`src/tli_pkg.sv`:
```
// ----------------------------------------------------------------------------
// Table Lagrange interpolator package
// Shared types, codes and constants for the controller, datapath and top level.
// ----------------------------------------------------------------------------
package tli_pkg;

    localparam int XW     = 32;   // Q16.16 word
    localparam int ORD_W  = 4;    // order up to 15
    localparam int J_W    = ORD_W + 1;
    localparam int MUL_W  = 33;   // |xq - xj| and |xi - xj| magnitudes
    localparam int PROD_W = 93;   // 60-bit magnitude times 33-bit factor
    localparam int MAG_W  = 60;
    localparam int SUM_W  = 64;
    localparam int CNT_W  = 7;
    localparam int MUL_LAST = MUL_W - 1;
    localparam int DIV_LAST = PROD_W - 1;

    localparam logic [PROD_W-1:0] TERM_CAP = PROD_W'(64'h0800_0000_0000_0000);
    localparam logic [MAG_W-1:0]  MAG_CAP  = MAG_W'(64'h0800_0000_0000_0000);

    localparam logic OPER_WRITE = 1'b0;
    localparam logic OPER_QUERY = 1'b1;

    localparam logic [1:0] ST_INTERP   = 2'd0;
    localparam logic [1:0] ST_RANGE    = 2'd1;
    localparam logic [1:0] ST_ZERO_DEN = 2'd2;
    localparam logic [1:0] ST_SAT      = 2'd3;

    localparam logic REG_POINT_COUNT  = 1'b0;
    localparam logic REG_INTERP_ORDER = 1'b1;

    typedef struct packed {
        logic                 operation;
        logic [7:0]           point_index;
        logic signed [XW-1:0] x_value;
        logic signed [XW-1:0] f_value;
    } in_item_t;

    typedef struct packed {
        logic signed [XW-1:0] result_value;
        logic [1:0]           status;
    } out_item_t;

    typedef enum logic [4:0] {
        OP_NONE,
        OP_ACCEPT,
        OP_RD_FIRST,
        OP_RD_LAST,
        OP_RANGE,
        OP_SRCH_RD,
        OP_SRCH_UPD,
        OP_WINDOW,
        OP_RD_J,
        OP_J_INC,
        OP_RD_I,
        OP_LOAD_I,
        OP_RES_HIT,
        OP_RES_DUP,
        OP_MAG_INIT,
        OP_FACTOR,
        OP_MUL_STEP,
        OP_DIV_INIT,
        OP_DIV_STEP,
        OP_DIV_END,
        OP_ACC,
        OP_FINISH,
        OP_OUT
    } dp_op_t;

    typedef enum logic [4:0] {
        S_IDLE,
        S_RD_FIRST,
        S_RD_LAST,
        S_RANGE,
        S_SRCH,
        S_SRCH_CMP,
        S_WINDOW,
        S_HIT_RD,
        S_HIT_CMP,
        S_XI_RD,
        S_XI_LD,
        S_DUP_RD,
        S_DUP_CMP,
        S_MAG,
        S_FAC_RD,
        S_FAC_LD,
        S_MUL,
        S_DIV_INIT,
        S_DIV,
        S_DIV_END,
        S_ACC,
        S_FINISH,
        S_OUT
    } ctrl_state_t;

    typedef struct packed {
        logic range_end;
        logic search_done;
        logic j_over;
        logic j_is_i;
        logic hit;
        logic dup;
        logic i_last;
        logic mul_last;
        logic div_last;
        logic out_busy;
    } dp_status_t;

endpackage

```
`src/tli_ctrl.sv`:
```
// ----------------------------------------------------------------------------
// Table Lagrange interpolator controller
// Sequences lookup, window selection and the term-by-term multiply/divide.
// ----------------------------------------------------------------------------
module tli_ctrl (
    input  logic                aclk,
    input  logic                aresetn,
    input  logic                s_valid,
    input  logic                s_operation,
    output logic                s_ready,
    input  tli_pkg::dp_status_t st,
    output tli_pkg::dp_op_t     op
);

    tli_pkg::ctrl_state_t state_reg, state_next;

    always_ff @(posedge aclk) begin
        if (!aresetn) begin
            state_reg <= tli_pkg::S_IDLE;
        end else begin
            state_reg <= state_next;
        end
    end

    always_comb begin
        state_next = state_reg;
        op         = tli_pkg::OP_NONE;
        s_ready    = 1'b0;
        case (state_reg)
            tli_pkg::S_IDLE: begin
                s_ready = 1'b1;
                if (s_valid) begin
                    op = tli_pkg::OP_ACCEPT;
                    if (s_operation == tli_pkg::OPER_QUERY) begin
                        state_next = tli_pkg::S_RD_FIRST;
                    end
                end
            end
            tli_pkg::S_RD_FIRST: begin
                op = tli_pkg::OP_RD_FIRST;
                state_next = tli_pkg::S_RD_LAST;
            end
            tli_pkg::S_RD_LAST: begin
                op = tli_pkg::OP_RD_LAST;
                state_next = tli_pkg::S_RANGE;
            end
            tli_pkg::S_RANGE: begin
                op = tli_pkg::OP_RANGE;
                state_next = st.range_end ? tli_pkg::S_OUT : tli_pkg::S_SRCH;
            end
            tli_pkg::S_SRCH: begin
                if (st.search_done) begin
                    state_next = tli_pkg::S_WINDOW;
                end else begin
                    op = tli_pkg::OP_SRCH_RD;
                    state_next = tli_pkg::S_SRCH_CMP;
                end
            end
            tli_pkg::S_SRCH_CMP: begin
                op = tli_pkg::OP_SRCH_UPD;
                state_next = tli_pkg::S_SRCH;
            end
            tli_pkg::S_WINDOW: begin
                op = tli_pkg::OP_WINDOW;
                state_next = tli_pkg::S_HIT_RD;
            end
            tli_pkg::S_HIT_RD: begin
                if (st.j_over) begin
                    state_next = tli_pkg::S_XI_RD;
                end else begin
                    op = tli_pkg::OP_RD_J;
                    state_next = tli_pkg::S_HIT_CMP;
                end
            end
            tli_pkg::S_HIT_CMP: begin
                if (st.hit) begin
                    op = tli_pkg::OP_RES_HIT;
                    state_next = tli_pkg::S_OUT;
                end else begin
                    op = tli_pkg::OP_J_INC;
                    state_next = tli_pkg::S_HIT_RD;
                end
            end
            tli_pkg::S_XI_RD: begin
                op = tli_pkg::OP_RD_I;
                state_next = tli_pkg::S_XI_LD;
            end
            tli_pkg::S_XI_LD: begin
                op = tli_pkg::OP_LOAD_I;
                state_next = tli_pkg::S_DUP_RD;
            end
            tli_pkg::S_DUP_RD: begin
                if (st.j_over) begin
                    state_next = tli_pkg::S_MAG;
                end else begin
                    op = tli_pkg::OP_RD_J;
                    state_next = tli_pkg::S_DUP_CMP;
                end
            end
            tli_pkg::S_DUP_CMP: begin
                if (st.dup) begin
                    op = tli_pkg::OP_RES_DUP;
                    state_next = tli_pkg::S_OUT;
                end else begin
                    op = tli_pkg::OP_J_INC;
                    state_next = tli_pkg::S_DUP_RD;
                end
            end
            tli_pkg::S_MAG: begin
                op = tli_pkg::OP_MAG_INIT;
                state_next = tli_pkg::S_FAC_RD;
            end
            tli_pkg::S_FAC_RD: begin
                if (st.j_over) begin
                    state_next = tli_pkg::S_ACC;
                end else if (st.j_is_i) begin
                    op = tli_pkg::OP_J_INC;   // skip own point
                end else begin
                    op = tli_pkg::OP_RD_J;
                    state_next = tli_pkg::S_FAC_LD;
                end
            end
            tli_pkg::S_FAC_LD: begin
                op = tli_pkg::OP_FACTOR;
                state_next = tli_pkg::S_MUL;
            end
            tli_pkg::S_MUL: begin
                op = tli_pkg::OP_MUL_STEP;
                if (st.mul_last) begin
                    state_next = tli_pkg::S_DIV_INIT;
                end
            end
            tli_pkg::S_DIV_INIT: begin
                op = tli_pkg::OP_DIV_INIT;
                state_next = tli_pkg::S_DIV;
            end
            tli_pkg::S_DIV: begin
                op = tli_pkg::OP_DIV_STEP;
                if (st.div_last) begin
                    state_next = tli_pkg::S_DIV_END;
                end
            end
            tli_pkg::S_DIV_END: begin
                op = tli_pkg::OP_DIV_END;
                state_next = tli_pkg::S_FAC_RD;
            end
            tli_pkg::S_ACC: begin
                op = tli_pkg::OP_ACC;
                state_next = st.i_last ? tli_pkg::S_FINISH : tli_pkg::S_HIT_RD;
            end
            tli_pkg::S_FINISH: begin
                op = tli_pkg::OP_FINISH;
                state_next = tli_pkg::S_OUT;
            end
            tli_pkg::S_OUT: begin
                if (!st.out_busy) begin
                    op = tli_pkg::OP_OUT;
                    state_next = tli_pkg::S_IDLE;
                end
            end
            default: begin
                state_next = tli_pkg::S_IDLE;
            end
        endcase
    end

endmodule

```
`config.mk`:
```
export PLATFORM = sky130hd
export DESIGN_NAME = tli_ctrl
export DESIGN_NICKNAME = d
export VERILOG_FILES = /design/src/tli_pkg.sv /design/src/tli_ctrl.sv
export SDC_FILE = /design/constraint.sdc
export NUM_CORES = 1
export LEC_CHECK = 0
export BUFFER_PORTS_ARGS = -buffer_cell sky130_fd_sc_hd__buf_2
export CORE_MARGIN = 1.5
export CORE_UTILIZATION = 47
export CTS_BUF_LIST = sky130_fd_sc_hd__clkbuf_16
export DETAILED_ROUTE_END_ITERATION = 12
export GPL_TIMING_DRIVEN = 0
export PLACE_DENSITY = 0.74
export SYNTH_ARGS = -nofsm -noshare
export SYNTH_HDL_FRONTEND = slang
export SYNTH_SLANG_ARGS = --single-unit
export TNS_END_PERCENT = 30
```
`constraint.sdc`:
```
create_clock -name aclk -period 1.5 [get_ports aclk]
set_input_delay 0.075 -clock aclk [delete_from_list [all_inputs] [get_ports aclk]]
set_output_delay 0.075 -clock aclk [all_outputs]
set_load 0.02 [all_outputs]
```
# Word-level counts from Yosys, hierarchy flattened

Index checks and enable logic that the tools add are counted.
W data, S select, Z words.

Register bits: 5
Bits of input ports: 14
Output and inout port bits: 6
Word-level logic and storage cells: 58

Equal/unequal tests: 28
Muxes and demuxes: 25
Reductions and logical operators: 4

Operators by type and width:

| cell                 | number |
|---|---|
| $pmux W5 S22         | 2 |
| $mux W5              | 12 |
| $eq A5 B4 Y1 const B | 8 |
| $eq A5 B5 Y1 const B | 7 |
| $eq A5 B3 Y1 const B | 4 |
| $eq A5 B2 Y1 const B | 2 |
| $ne A2 B2 Y1 const B | 5 |
| $mux W3              | 3 |
| $mux W4              | 2 |
| $reduce_and A6 Y1    | 1 |
| $eq A5 B1 Y1 const B | 1 |
| $logic_not A5 Y1     | 1 |
| $mux W1              | 5 |
| $reduce_or A2 Y1     | 2 |
| $ne A3 B3 Y1 const B | 1 |
| $mux W2              | 1 |

# Logic depth before layout (Yosys ltp)

Depth after elaboration: 3
Depth in mapped cells: 8
Mapped depth without buffers: 5

# Worst setup path after synthesis

No wires, ideal clock.

Kind: register to output
From: register state_reg[1]
To: output port op[2]
Arrival: 1,528 ps
Required time: 1,425 ps
Setup slack: -103 ps
Stages on the path, launching flop included: 6
Path buffers: 2
Cell sequence: dfxtp_1 > clkbuf_1 > buf_2 > nor3_1 > a21oi_1 > o21ai_0

Cells in the longest elaborated chain, start to end: 3
Elaborated cells between the ends (all ways): 25
Classes of those cells: eq/ne: 22; mux: 1; reduce/logical: 2

RTL lines:

| element                                      | RTL line       | source |
|---|---|---|
| start: declaration                           | tli_ctrl.sv:15 | `tli_pkg::ctrl_state_t state_reg, state_next;` |
| start signal: assignment                     | tli_ctrl.sv:19 | `state_reg <= tli_pkg::S_IDLE;` |
| start signal: assignment                     | tli_ctrl.sv:21 | `state_reg <= state_next;` |
| $eq A5 B4 Y1 or $eq A5 B3 Y1 (tied branches) | tli_ctrl.sv:29 | `case (state_reg)` |
| $reduce_or A2 Y1 (no source line)            | -              |  |
| $pmux W5 S22 *                               | tli_ctrl.sv:29 |  |
| end: declaration                             | tli_ctrl.sv:12 | `output tli_pkg::dp_op_t op` |

Mark *: on every way between the ends. The rest lies on a longest branch, timed or not.

# Final worst setup path

Same ends and word-level chain as after synthesis.

==> run_results.csv <==
group,metric,value,unit
synth,synth_nets,138,
sta,setup_viol,8,
global_route,grt_pass1_vias,1143,
finish,final_common_cell,"buf_4",
sta,timing.fmax,0.574,GHz
die,dieArea,0.00202,mm2
synth,syn_inst,124,
die,ios,20,
finish,post-route-util,84.2,%
finish,area_delta_synth_final,60.5,%
finish,multi_input_comb_area,723,um2
die,rows,14,
global_route,grt-ovfl-total,0,
outcome,violations,"setup timing",
die,core,0.00158,mm2
power,power,2.58,mW
finish,diodes,0,
finish,final_cell_mix,"18 x buf_4, 15 x buf_2, 9 x nor2_1, 9 x nand2_1, 8 x a21oi_1",
sta,fin_skew,0.000372,ns
flow_run,maxCapViolations,0,
finish,drive_gt1_share,45.7,%
place,place_area,952,um2
worst_setup_path,critPathKind,"register to output port",
worst_hold_path,hold_start,"aresetn",
drt,first_pass_iters,5,
place,post-dp-hpwl,1980,um
clocking,cts_buffers,3,
power,clkPwrFrac,16.5,%
finish,fill_cells,86,
synth,synth_cell_types,48,
global_route,grtUsageTotal,36.7,%
sta,min_period,1.74,ns
worst_setup_path,arrival,1.67,ns
drt,ant_nets,0,
worst_setup_path,slowest_delay,0.35,ns
worst_setup_path,cp_data_required_time,1.42,ns
clocking,cts_root_buffer,"clkbuf_16",
sta,finalMaxSlewViolations,0,
power,seq_power_share,9.8,%
finish,instances_no_fill,178,
worst_setup_path,critPathMaxFanout,7,
synth,synthMuxAreaShare,3.18,%
synth,synth-seq-cells,5,
drt,wl_per_cell,20.9,um
power,p_sw,1.15,mW
worst_setup_path,crit_start,"state_reg[1]",
synth,synthAdderAreaFrac,0,%
synth,synth_top_family_by_area,"compound AO/OA/AOI/OAI gates",
finish,largest_reg_flops,5,
synth,async_reset_ff_share,0,%
power,comb_power_share,73.7,%
sta,fin_setup_tns,-1.15,ns
place,dp_cells,159,
sta,max_slew.worst_pin.slew,0.336,ns
synth,yosys_warnings,0,
clocking,clock_latency,0.22,ns
power,swShare,44.7,%
power,internal_power,1.43,mW
die,dieWidth,45.0,um
sta,rsz0062_at_grt,"true",
global_route,antenna_found_initial,0,
die,fp.dieH,45.0,um
synth,synth-compound-area-share,39.3,%
worst_setup_path,rr_startpoint,"state_reg[2]",
synth,syn_area,827,um2
sta,hold_viol,0,
power,leakage,0.572,nW
clocking,clock_path_buffers,2,
worst_setup_path,crit_chain,"buf_8, buf_12, nand2b_1, a21oi_1, a221oi_1, o21ai_1, buf_4",
finish,final_nets,177,
finish,seqCellArea,116,um2
place,dp_slack,-0.419,ns
worst_setup_path,end_kind,"output port",
sta,layout_setup_ws,-0.242,ns
clocking,ctsHtreeMaxLevel,1,
synth,yosys.area_share.simple,33.0,%
power,power-per-cell-area,1950,mW/mm2
drt,drcViolationCount,0,
synth,synth_top_flop_cell,"dfxtp_1",
drt,viasPerCell,7.26,
finish,finalInstanceArea,0.00133,mm2
die,start_util,52.5,%
worst_setup_path,slowest_stage,"dfxtp_4",
sta,holdWs,0.131,ns
place,gp_congestion,0.975,
synth,ys_seq_area_share,12.1,%
clocking,clk_pin_slew,0.03,ns
synth,synth_edf_count,0,
sta,min_period_over_period,116,%
worst_setup_path,startpoint_type,"register",
global_route,grt_pass1_wl,5510,um
sta,slew_headroom,77.4,%
global_route,grt_max_degree,11,
synth,synthXorXnorAreaFrac,2.12,%
place,port_buffers,19,
drt,drt_iter0_markers,134,
worst_hold_path,hold_path.class,"input pin to register",
drt,totalWireLength,3720,um
outcome,outcome,"finished, violations left",
power,ir_drop,1.43,mV
clocking,cts_tree,"done",
drt,vias,1292,
synth,avgSynthCellArea,6.67,um2
clocking,cts_num_sinks,5,
area by class of cell:
cell class	instances	share of cell area, %
multi-input combinational	101	54.5
timing repair buffer	35	18.2
buffer	10	8.86
sequential	5	8.77
clock buffer	3	5.66
inverter	7	2.26
tap	16	1.51
clock inverter	1	0.283
cells in the mapped netlist, types with 2 or more instances:
master / n / area, um2
a221oi_1: 2 / 17.5
o21ai_0: 11 / 55.1
o211ai_1: 4 / 30.0
a211oi_1: 2 / 15.0
a21oi_1: 8 / 40.0
dfxtp_1: 5 / 100
a21o_1: 2 / 15.0
nand2_1: 10 / 37.5
inv_1: 7 / 26.3
buf_2: 5 / 25.0
nor2_1: 12 / 45.0
nor4_1: 3 / 18.8
nand2b_1: 4 / 25.0
clkbuf_1: 4 / 15.0
nor3_1: 4 / 20.0
a32o_1: 2 / 20.0
o221ai_1: 2 / 17.5
nor2b_1: 7 / 43.8
power groups by stage:
stage / clock (mW) / sequential, mW / combinational, mW
final: 0.426 / 0.254 / 1.90
after global routing: 0.440 / 0.260 / 2.00
after CTS: 0.429 / 0.246 / 1.60
after detailed placement: 0 / 0.203 / 1.28
after global placement: 0 / 0.203 / 1.26
after floorplan: 0 / 0.198 / 0.964
repair_timing:
| item | CTS | global route |
|---|---|---|
| pin swaps | 7 | 5 |
| buffers inserted | 9 | 7 |
| hold buffers | 0 | 0 |
| resized for setup | 38 | 18 |
| endpoints found under the setup margin | 11 | 10 |
final timing paths:
check,to,slack (ns),cells past startpoint
worst max-delay path,op[2],-0.24,7
worst min-delay path,state_reg[1],0.13,2
worst min register to register,state_reg[0],0.79,3
worst max register to register,state_reg[2],-0.20,7
per-layer routing:
| metal | wire [um] | track usage [%] |
|---|---|---|
| met5 | 0 | 0 |
| met1 | 1310 | 49.1 |
| met2 | 1620 | 56.0 |
| met3 | 555 | 6.40 |
| met4 | 245 | 19.4 |
critical path: cells and delay by family, from the launching register on:
kind | cells | cell delay (ns)
simple gates | 1 | 0.15
compound gates | 3 | 0.54
flops | 1 | 0.35
buf+inv | 3 | 0.39
cell families (layout without fill, tap and decap cells):
logic type	count (synthesis)	after routing
AO/OA/AOI/OAI	46	46
flip-flops	5	5
XOR/XNOR	2	2
multiplexers	2	2
buffers and inverters	18	56
AND/OR/NAND/NOR	51	51
Power figures use the tool's default switching activity.
